File: src/hw/rtl/mmcsr_pkg.sv
`default_nettype none
// ----------------------------------------------------------------------------
// mmcsr_pkg
// Command codes, CSR addresses and mstatus bit positions for the machine-mode
// CSR file.
// ----------------------------------------------------------------------------
package mmcsr_pkg;

   localparam int unsigned XLEN       = 32;
   localparam int unsigned CMD_WIDTH  = 3;
   localparam int unsigned ADDR_WIDTH = 12;
   localparam int unsigned PRIV_WIDTH = 2;
   localparam int unsigned FCSR_WIDTH = 16;

   // commands
   localparam logic [CMD_WIDTH-1:0] CMD_READ    = 3'd0;
   localparam logic [CMD_WIDTH-1:0] CMD_WRITE   = 3'd1;
   localparam logic [CMD_WIDTH-1:0] CMD_TRAP    = 3'd2;
   localparam logic [CMD_WIDTH-1:0] CMD_MRET    = 3'd3;
   localparam logic [CMD_WIDTH-1:0] CMD_SET_MIP = 3'd4;

   // csr addresses
   localparam logic [ADDR_WIDTH-1:0] ADDR_FFLAGS   = 12'h001;
   localparam logic [ADDR_WIDTH-1:0] ADDR_FRM      = 12'h002;
   localparam logic [ADDR_WIDTH-1:0] ADDR_FCSR     = 12'h003;
   localparam logic [ADDR_WIDTH-1:0] ADDR_SATP     = 12'h180;
   localparam logic [ADDR_WIDTH-1:0] ADDR_MSTATUS  = 12'h300;
   localparam logic [ADDR_WIDTH-1:0] ADDR_MIE      = 12'h304;
   localparam logic [ADDR_WIDTH-1:0] ADDR_MTVEC    = 12'h305;
   localparam logic [ADDR_WIDTH-1:0] ADDR_MSCRATCH = 12'h340;
   localparam logic [ADDR_WIDTH-1:0] ADDR_MEPC     = 12'h341;
   localparam logic [ADDR_WIDTH-1:0] ADDR_MCAUSE   = 12'h342;
   localparam logic [ADDR_WIDTH-1:0] ADDR_MTVAL    = 12'h343;
   localparam logic [ADDR_WIDTH-1:0] ADDR_MIP      = 12'h344;

   // privilege levels
   localparam logic [PRIV_WIDTH-1:0] PRIV_USER    = 2'd0;
   localparam logic [PRIV_WIDTH-1:0] PRIV_MACHINE = 2'd3;

   // mstatus bit positions
   localparam int unsigned MSTATUS_MIE_BIT  = 3;
   localparam int unsigned MSTATUS_MPIE_BIT = 7;
   localparam int unsigned MSTATUS_MPP_LO   = 11;
   localparam int unsigned MSTATUS_MPP_HI   = 12;

   // mcause interrupt flag and vector code field
   localparam int unsigned CAUSE_IRQ_BIT  = 31;
   localparam int unsigned CAUSE_CODE_MSB = 7;

   // float csr fields
   localparam int unsigned FFLAGS_MSB = 4;
   localparam int unsigned FRM_LSB    = 5;
   localparam int unsigned FRM_MSB    = 7;

   typedef struct packed {
      logic [CMD_WIDTH-1:0]  cmd;
      logic [ADDR_WIDTH-1:0] csr_addr;
      logic [XLEN-1:0]       write_value;
      logic [XLEN-1:0]       write_mask;
      logic                  set_on;
      logic [XLEN-1:0]       trap_pc;
      logic [XLEN-1:0]       trap_cause;
      logic [XLEN-1:0]       trap_value;
      logic [PRIV_WIDTH-1:0] target_priv;
   } req_item_type;

   typedef struct packed {
      logic [XLEN-1:0]       read_data;
      logic                  ok;
      logic [XLEN-1:0]       next_pc;
      logic [PRIV_WIDTH-1:0] priv_out;
      logic                  global_ie;
      logic                  interrupt_pending;
   } rsp_item_type;

endpackage
`default_nettype wire

File: src/hw/rtl/machine_mode_csr_file_core.sv
`default_nettype none
// ----------------------------------------------------------------------------
// machine_mode_csr_file_core
// RV32 machine-mode CSR file: read, masked write, mip set/clear, trap entry
// and mret, one command per transaction.
// ----------------------------------------------------------------------------
// One command is accepted per cycle while req_stall is low. The command is
// captured in an input register, the CSR update and the result are formed in
// one pass of logic, and the result is held in an output register until
// taken. The input register lets one more command be accepted while a result
// waits on rsp_stall. All CSRs are flip-flops and are updated at the same
// edge that loads the result register.
module machine_mode_csr_file_core (
   input  wire  logic                               clock,
   input  wire  logic                               reset,
   input  wire  logic                               req_valid,
   output logic                                     req_stall,
   input  wire  logic [mmcsr_pkg::CMD_WIDTH-1:0]    req_cmd,
   input  wire  logic [mmcsr_pkg::ADDR_WIDTH-1:0]   req_csr_addr,
   input  wire  logic [mmcsr_pkg::XLEN-1:0]         req_write_value,
   input  wire  logic [mmcsr_pkg::XLEN-1:0]         req_write_mask,
   input  wire  logic                               req_set_on,
   input  wire  logic [mmcsr_pkg::XLEN-1:0]         req_trap_pc,
   input  wire  logic [mmcsr_pkg::XLEN-1:0]         req_trap_cause,
   input  wire  logic [mmcsr_pkg::XLEN-1:0]         req_trap_value,
   input  wire  logic [mmcsr_pkg::PRIV_WIDTH-1:0]   req_target_priv,
   output logic                                     rsp_valid,
   input  wire  logic                               rsp_stall,
   output logic [mmcsr_pkg::XLEN-1:0]               rsp_read_data,
   output logic                                     rsp_ok,
   output logic [mmcsr_pkg::XLEN-1:0]               rsp_next_pc,
   output logic [mmcsr_pkg::PRIV_WIDTH-1:0]         rsp_priv_out,
   output logic                                     rsp_global_ie,
   output logic                                     rsp_interrupt_pending
);
   import mmcsr_pkg::*;

   // pipeline control
   logic         s1_valid_ff, s1_valid_in;
   req_item_type item_ff;
   logic         rsp_valid_ff, rsp_valid_in;
   rsp_item_type rsp_ff, rsp_in;
   logic         req_accept;
   logic         s1_go;

   // csr state
   logic [FCSR_WIDTH-1:0] fcsr_ff, fcsr_in;
   logic [PRIV_WIDTH-1:0] priv_ff, priv_in;
   logic [XLEN-1:0]       mstatus_ff, mstatus_in;
   logic [XLEN-1:0]       mie_ff, mie_in;
   logic [XLEN-1:0]       mip_ff, mip_in;
   logic [XLEN-1:0]       mtvec_ff, mtvec_in;
   logic [XLEN-1:0]       mepc_ff, mepc_in;
   logic [XLEN-1:0]       mcause_ff, mcause_in;
   logic [XLEN-1:0]       mtval_ff, mtval_in;
   logic [XLEN-1:0]       mscratch_ff, mscratch_in;
   logic [XLEN-1:0]       satp_ff, satp_in;

   logic [XLEN-1:0] wmask;
   logic [XLEN-1:0] wbits;
   logic [XLEN-1:0] read_val;
   logic            addr_known;
   logic [XLEN-1:0] trap_base;

   assign s1_go      = s1_valid_ff && (!rsp_valid_ff || !rsp_stall);
   assign req_stall  = s1_valid_ff && !s1_go;
   assign req_accept = req_valid && !req_stall;

   always_comb begin
      s1_valid_in = s1_valid_ff;
      if (req_accept) begin
         s1_valid_in = 1'b1;
      end else if (s1_go) begin
         s1_valid_in = 1'b0;
      end
      rsp_valid_in = s1_go || (rsp_valid_ff && rsp_stall);
   end

   assign wmask     = (item_ff.write_mask == '0) ? '1 : item_ff.write_mask;
   assign wbits     = item_ff.write_value & wmask;
   assign trap_base = {mtvec_ff[XLEN-1:1], 1'b0};

   // read mux
   always_comb begin
      read_val   = '0;
      addr_known = 1'b1;
      unique case (item_ff.csr_addr)
         ADDR_FFLAGS:   read_val = {{(XLEN-FFLAGS_MSB-1){1'b0}}, fcsr_ff[FFLAGS_MSB:0]};
         ADDR_FRM:      read_val = {{(XLEN-FRM_MSB+FRM_LSB-1){1'b0}},
                                    fcsr_ff[FRM_MSB:FRM_LSB]};
         ADDR_FCSR:     read_val = {{(XLEN-FCSR_WIDTH){1'b0}}, fcsr_ff};
         ADDR_SATP:     read_val = satp_ff;
         ADDR_MSTATUS:  read_val = mstatus_ff;
         ADDR_MIE:      read_val = mie_ff;
         ADDR_MTVEC:    read_val = mtvec_ff;
         ADDR_MSCRATCH: read_val = mscratch_ff;
         ADDR_MEPC:     read_val = mepc_ff;
         ADDR_MCAUSE:   read_val = mcause_ff;
         ADDR_MTVAL:    read_val = mtval_ff;
         ADDR_MIP:      read_val = mip_ff;
         default:       addr_known = 1'b0;
      endcase
   end

   // state update and result
   always_comb begin
      fcsr_in     = fcsr_ff;
      priv_in     = priv_ff;
      mstatus_in  = mstatus_ff;
      mie_in      = mie_ff;
      mip_in      = mip_ff;
      mtvec_in    = mtvec_ff;
      mepc_in     = mepc_ff;
      mcause_in   = mcause_ff;
      mtval_in    = mtval_ff;
      mscratch_in = mscratch_ff;
      satp_in     = satp_ff;
      rsp_in      = '0;

      unique case (item_ff.cmd)
         CMD_READ: begin
            rsp_in.read_data = read_val;
            rsp_in.ok        = addr_known;
         end
         CMD_WRITE: begin
            rsp_in.ok = addr_known;
            unique case (item_ff.csr_addr)
               ADDR_FFLAGS:   fcsr_in[FFLAGS_MSB:0] = wbits[FFLAGS_MSB:0];
               ADDR_FRM:      fcsr_in[FRM_MSB:FRM_LSB] = wbits[FRM_MSB-FRM_LSB:0];
               ADDR_FCSR:     fcsr_in = (fcsr_ff & ~wmask[FCSR_WIDTH-1:0])
                                        | wbits[FCSR_WIDTH-1:0];
               ADDR_SATP:     satp_in     = (satp_ff & ~wmask) | wbits;
               ADDR_MSTATUS:  mstatus_in  = (mstatus_ff & ~wmask) | wbits;
               ADDR_MIE:      mie_in      = (mie_ff & ~wmask) | wbits;
               ADDR_MTVEC:    mtvec_in    = (mtvec_ff & ~wmask) | wbits;
               ADDR_MSCRATCH: mscratch_in = (mscratch_ff & ~wmask) | wbits;
               ADDR_MEPC:     mepc_in     = (mepc_ff & ~wmask) | wbits;
               ADDR_MCAUSE:   mcause_in   = (mcause_ff & ~wmask) | wbits;
               ADDR_MTVAL:    mtval_in    = (mtval_ff & ~wmask) | wbits;
               ADDR_MIP:      mip_in      = (mip_ff & ~wmask) | wbits;
               default: begin
               end
            endcase
         end
         CMD_TRAP: begin
            mstatus_in[MSTATUS_MPP_HI:MSTATUS_MPP_LO] = priv_ff;
            mstatus_in[MSTATUS_MPIE_BIT]              = mstatus_ff[MSTATUS_MIE_BIT];
            mstatus_in[MSTATUS_MIE_BIT]               = 1'b0;
            mepc_in   = item_ff.trap_pc;
            mcause_in = item_ff.trap_cause;
            mtval_in  = item_ff.trap_value;
            priv_in   = item_ff.target_priv;
            rsp_in.ok = 1'b1;
            // vectored mode applies to interrupts only
            if (mtvec_ff[0] && item_ff.trap_cause[CAUSE_IRQ_BIT]) begin
               rsp_in.next_pc = trap_base
                  + {{(XLEN-CAUSE_CODE_MSB-3){1'b0}},
                     item_ff.trap_cause[CAUSE_CODE_MSB:0], 2'b00};
            end else begin
               rsp_in.next_pc = trap_base;
            end
         end
         CMD_MRET: begin
            priv_in = (mstatus_ff[MSTATUS_MPP_HI:MSTATUS_MPP_LO] == PRIV_USER)
                      ? PRIV_USER : PRIV_MACHINE;
            mstatus_in[MSTATUS_MIE_BIT]               = mstatus_ff[MSTATUS_MPIE_BIT];
            mstatus_in[MSTATUS_MPIE_BIT]              = 1'b1;
            mstatus_in[MSTATUS_MPP_HI:MSTATUS_MPP_LO] = PRIV_USER;
            rsp_in.next_pc = mepc_ff;
            rsp_in.ok      = 1'b1;
         end
         CMD_SET_MIP: begin
            mip_in    = item_ff.set_on ? (mip_ff | item_ff.write_value)
                                       : (mip_ff & ~item_ff.write_value);
            rsp_in.ok = 1'b1;
         end
         default: begin
         end
      endcase

      rsp_in.priv_out          = priv_in;
      rsp_in.global_ie         = mstatus_in[MSTATUS_MIE_BIT];
      rsp_in.interrupt_pending = |(mip_in & mie_in);
   end

   always_ff @(posedge clock) begin
      if (reset) begin
         s1_valid_ff  <= 1'b0;
         rsp_valid_ff <= 1'b0;
         fcsr_ff      <= '0;
         priv_ff      <= PRIV_MACHINE;
         mstatus_ff   <= '0;
         mie_ff       <= '0;
         mip_ff       <= '0;
         mtvec_ff     <= '0;
         mepc_ff      <= '0;
         mcause_ff    <= '0;
         mtval_ff     <= '0;
         mscratch_ff  <= '0;
         satp_ff      <= '0;
      end else begin
         s1_valid_ff  <= s1_valid_in;
         rsp_valid_ff <= rsp_valid_in;
         if (s1_go) begin
            fcsr_ff     <= fcsr_in;
            priv_ff     <= priv_in;
            mstatus_ff  <= mstatus_in;
            mie_ff      <= mie_in;
            mip_ff      <= mip_in;
            mtvec_ff    <= mtvec_in;
            mepc_ff     <= mepc_in;
            mcause_ff   <= mcause_in;
            mtval_ff    <= mtval_in;
            mscratch_ff <= mscratch_in;
            satp_ff     <= satp_in;
         end
      end
   end

   // payload registers
   always_ff @(posedge clock) begin
      if (req_accept) begin
         item_ff.cmd         <= req_cmd;
         item_ff.csr_addr    <= req_csr_addr;
         item_ff.write_value <= req_write_value;
         item_ff.write_mask  <= req_write_mask;
         item_ff.set_on      <= req_set_on;
         item_ff.trap_pc     <= req_trap_pc;
         item_ff.trap_cause  <= req_trap_cause;
         item_ff.trap_value  <= req_trap_value;
         item_ff.target_priv <= req_target_priv;
      end
      if (s1_go) begin
         rsp_ff <= rsp_in;
      end
   end

   assign rsp_valid             = rsp_valid_ff;
   assign rsp_read_data         = rsp_ff.read_data;
   assign rsp_ok                = rsp_ff.ok;
   assign rsp_next_pc           = rsp_ff.next_pc;
   assign rsp_priv_out          = rsp_ff.priv_out;
   assign rsp_global_ie         = rsp_ff.global_ie;
   assign rsp_interrupt_pending = rsp_ff.interrupt_pending;

   // reported status matches the registers it was taken from
   a_status_tracks_state: assert property (@(posedge clock) disable iff (reset)
      s1_go |=> (rsp_priv_out == priv_ff)
                && (rsp_global_ie == mstatus_ff[MSTATUS_MIE_BIT])
                && (rsp_interrupt_pending == (|(mip_ff & mie_ff))))
      else $error("result status differs from csr state");

   // trap entry leaves machine interrupts disabled and saves the old privilege
   a_trap_entry: assert property (@(posedge clock) disable iff (reset)
      (s1_go && (item_ff.cmd == CMD_TRAP))
      |=> !mstatus_ff[MSTATUS_MIE_BIT]
          && (mstatus_ff[MSTATUS_MPP_HI:MSTATUS_MPP_LO] == $past(priv_ff)))
      else $error("trap entry did not update mstatus");

   // mret clears mpp and sets mpie
   a_mret_exit: assert property (@(posedge clock) disable iff (reset)
      (s1_go && (item_ff.cmd == CMD_MRET))
      |=> mstatus_ff[MSTATUS_MPIE_BIT]
          && (mstatus_ff[MSTATUS_MPP_HI:MSTATUS_MPP_LO] == PRIV_USER))
      else $error("mret did not restore mstatus");

   // a held input transaction only waits on a stalled result
   a_stall_cause: assert property (@(posedge clock) disable iff (reset)
      req_stall |-> s1_valid_ff && rsp_valid_ff && rsp_stall)
      else $error("input stalled without a blocked result");

endmodule
`default_nettype wire
File: config.mk
export PLATFORM = sky130hd
export DESIGN_NAME = machine_mode_csr_file_core
export DESIGN_NICKNAME = d
export VERILOG_FILES = /design/src/hw/rtl/mmcsr_pkg.sv /design/src/hw/rtl/machine_mode_csr_file_core.sv
export SDC_FILE = /design/constraint.sdc
export NUM_CORES = 1
export LEC_CHECK = 0
export ABC_AREA = 1
export BUFFER_PORTS_ARGS = -buffer_cell sky130_fd_sc_hd__buf_2
export CAP_MARGIN = 20
export CORE_UTILIZATION = 45
export DETAILED_ROUTE_END_ITERATION = 6
export PLACE_DENSITY_LB_ADDON = 0.12
export SYNTH_ARGS = -nofsm -noshare
export SYNTH_HDL_FRONTEND = slang
export SYNTH_SLANG_ARGS = --single-unit
File: constraint.sdc
create_clock -name clock -period 7.9 [get_ports clock]
set_input_delay 1.185 -clock clock [delete_from_list [all_inputs] [get_ports clock]]
set_output_delay 1.185 -clock clock [all_outputs]
set_load 0.02 [all_outputs]
==> metrics.yaml <==
status: "finished with violations"
violations: "DRC"
skew_ps: 23.42
ys_seq_area_frac: 0.5101
mostFrequentLayoutCell: "nand2_1"
hold_ws_ps: 453.5
comb_power_share: 0.080
p_switching_w: 0.001680
clockBufferDepth: 3
min_period_ps: 4153
swShare: 0.2546
clk_latency_ps: 650
grt_pass1_wl_mm: 150.9
reg2reg_slack_ps: 3750
end_kind: "register"
drv_cap: 0
cts_root_buf: "clkbuf_16"
gp_congestion: 1.020
cts_tree: "built"
ys_seq_elements: 555
finalSetupViolations: 0
power_leakage_nw: 11.62
h-tree-depth: 2
power_density_nw_per_um2: 218.2
cts-buffers-inserted: 60
die_w_um: 245.3
firstDrtPassIters: 7
drt.antenna.violating_nets: 0
num_rows: 88
numPortBuffers: 252
syn-num-nets: 3362
rsz0062_at_grt: "false"
drive_gt1_frac: 0.1456
postCtsSetupBuffers: 0
route.detailed.wl_per_inst_um: 25.06
worst_ep_arrival_time_ps: 4540
clockPowerShare: 0.439
hold_depth: 2
layout_common_cells: "628 x nand2_1, 422 x a21oi_1, 328 x inv_1"
sequentialPowerShare: 0.481
initial_core_util: 0.4581
multi_input_area_um2: 10750
grt_pass1_vias: 23098
internal_power_w: 0.004918
detail_route.drc_violations: 1
grt-ovfl-total: 0
antenna_found_initial: 0
synth_ff_type: "dfxtp_1"
synth.avg_cell_area_um2: 8.398
r2r_end: "rsp_interrupt_pending"
coreArea_um2: 58140
worstRegToRegCells: 14
max_freq_ghz: 0.2408
grt_max_degree: 171
critPathRequiredTime_ps: 8290
slew_headroom: 0.2653
cpMostUsedCell: "nand2_1"
ys_types: 58
crit_slowest_cell: "o21bai_1"
hold_class: "reg -> reg"
first_iter_violations: 3397
fin_area_um2: 30240
path_cells: "nor2_1 > nand2_1 > nor2_1 > nand2_2 > o21bai_1 > inv_1 > o21ai_0 > o21ai_0 > nand2_1 > nand2_1 > nor2_1 > nand2_1 > nor2_1 > nand2_1"
io-pin-count: 253
netlist_area_um2: 26630
critPathKind: "reg -> reg"
start_kind: "register"
nFillCells: 5486
die_area_um2: 60150
via_per_inst: 5.992
ctsHoldBuffers: 0
regArea_um2: 13580
vias: 24831
path_buf_inv: 1
synth_cells: 3171
rr_startpoint: "item_ff[99]"
clk_transition_reported_paths_ps: 60
cp_max_fo: 32
synth_edf_count: 247
timing.setup.tns_ps: 0
die_h_um: 245.3
worst_slew_pin_slew_ps: 1098
numClockSinks: 555
drt_wl_total_mm: 103.8
postCtsResizedCells: 0
dpl_cell_area_um2: 28190
fin_crit_sh: 0.5256
track_usage: 0.3397
synth_async_sr_flop_share: 0
hold_viol_final: 0
nNetsFinal: 3518
drv_slew: 0
critPathMaxStageDelay_ps: 1090
critical-path-top-delay-family: "simple AND/OR/NAND/NOR gates"
vdd_drop_max_mv: 0.1881
ys_warn_count: 0
areaGrowthSynthToFinish_pct: 13.56
place_hpwl_mm: 71.56
-- synthesized netlist by cell type, drive strengths merged (8+ instances only) --
| cell | count | area share |
|---|---|---|
| nand2 | 641 | 0.091 |
| a21oi | 426 | 0.081 |
| inv | 352 | 0.050 |
| o21ai | 314 | 0.060 |
| dfxtp | 308 | 0.23 |
| edfxtp | 247 | 0.28 |
| nor2 | 178 | 0.029 |
| nand3 | 138 | 0.027 |
| a311oi | 132 | 0.043 |
| buf | 115 | 0.026 |
| clkbuf | 75 | 0.011 |
| o22ai | 37 | 0.0087 |
| a221oi | 31 | 0.010 |
| a31oi | 31 | 0.0073 |
| o21bai | 29 | 0.014 |
| nor3 | 26 | 0.0053 |
| or2 | 14 | 0.0033 |
| clkinv | 9 | 0.0013 |
| o211ai | 9 | 0.0025 |
| a22o | 8 | 0.0026 |
| ha | 8 | 0.0038 |
| nand4 | 8 | 0.0019 |
-- per-layer routing --
metal | GRT usage | vias up | wire length, um
met1 | 0.4447 | 11634 | 40930
met2 | 0.5244 | 1536 | 45420
met4 | 0.2074 | 0 | 7083
met3 | 0.05707 | 290 | 10400
met5 | 0 | - | 0
li1 | - | 11371 | -
-- layout make-up --
cell class	count	area share
sequential	555	0.4492
multi-input combinational	2065	0.3556
tap	765	0.03165
clock buffer	77	0.05449
inverter	361	0.04523
antenna	1	0.00008275
timing repair buffer	284	0.05160
clock inverter	36	0.01212
-- worst max path at each step --
stage                  from               endpoint  cells past startpoint
2_1_floorplan     rsp_stall             item_ff[0]                      5
3_3_place_gp   item_ff[103]  rsp_interrupt_pending                     14
3_5_place_dp    item_ff[99]  rsp_interrupt_pending                     14
4_1_cts         item_ff[99]  rsp_interrupt_pending                     14
5_1_grt         item_ff[99]  rsp_interrupt_pending                     14
6_report        item_ff[99]  rsp_interrupt_pending                     14
-- metrics by stage --
| stage | std cells | utilization | setup slack (ps) | power (W) |
|---|---|---|---|---|
| after floorplan | 3171 | - | 2402 | 0.003531 |
| after global placement | 4028 | 0.4845 | 3838 | 0.003740 |
| after detailed placement | 4029 | 0.4850 | 3820 | 0.003750 |
| after CTS | 4142 | 0.5196 | 3820 | 0.006618 |
| after global routing | 4143 | 0.5201 | 3479 | 0.006788 |
| final | 4144 | 0.5201 | 3747 | 0.006597 |
-- worst min-delay path, stage by stage (launching register included) --
cell and delay, ps:
dfxtp_1 290, inv_1 60, a21oi_1 50
-- kinds of logic (layout without fill, tap and decap cells) --
group / count (synthesis) / count (layout) / synth area share
AO/OA/AOI/OAI: 1037 / 1037 / 0.2364
XOR/XNOR: 6 / 6 / 0.001973
adder cells (fa/ha/maj): 9 / 9 / 0.004511
buffers and inverters: 551 / 758 / 0.08716
flip-flops: 555 / 555 / 0.5101
other: 0 / 1 / 0
AND/OR/NAND/NOR: 1013 / 1013 / 0.1599
-- power groups by stage --
| stage | registers, W | logic (W) | clock network (W) |
|---|---|---|---|
| floorplan | 0.00323 | 0.000301 | 0 |
| global placement | 0.00323 | 0.000507 | 0 |
| detailed placement | 0.00323 | 0.000516 | 0 |
| CTS | 0.00317 | 0.000518 | 0.00293 |
| global route | 0.00318 | 0.000572 | 0.00304 |
| finish | 0.00317 | 0.000529 | 0.00289 |
(Power assumes the default switching activity.)
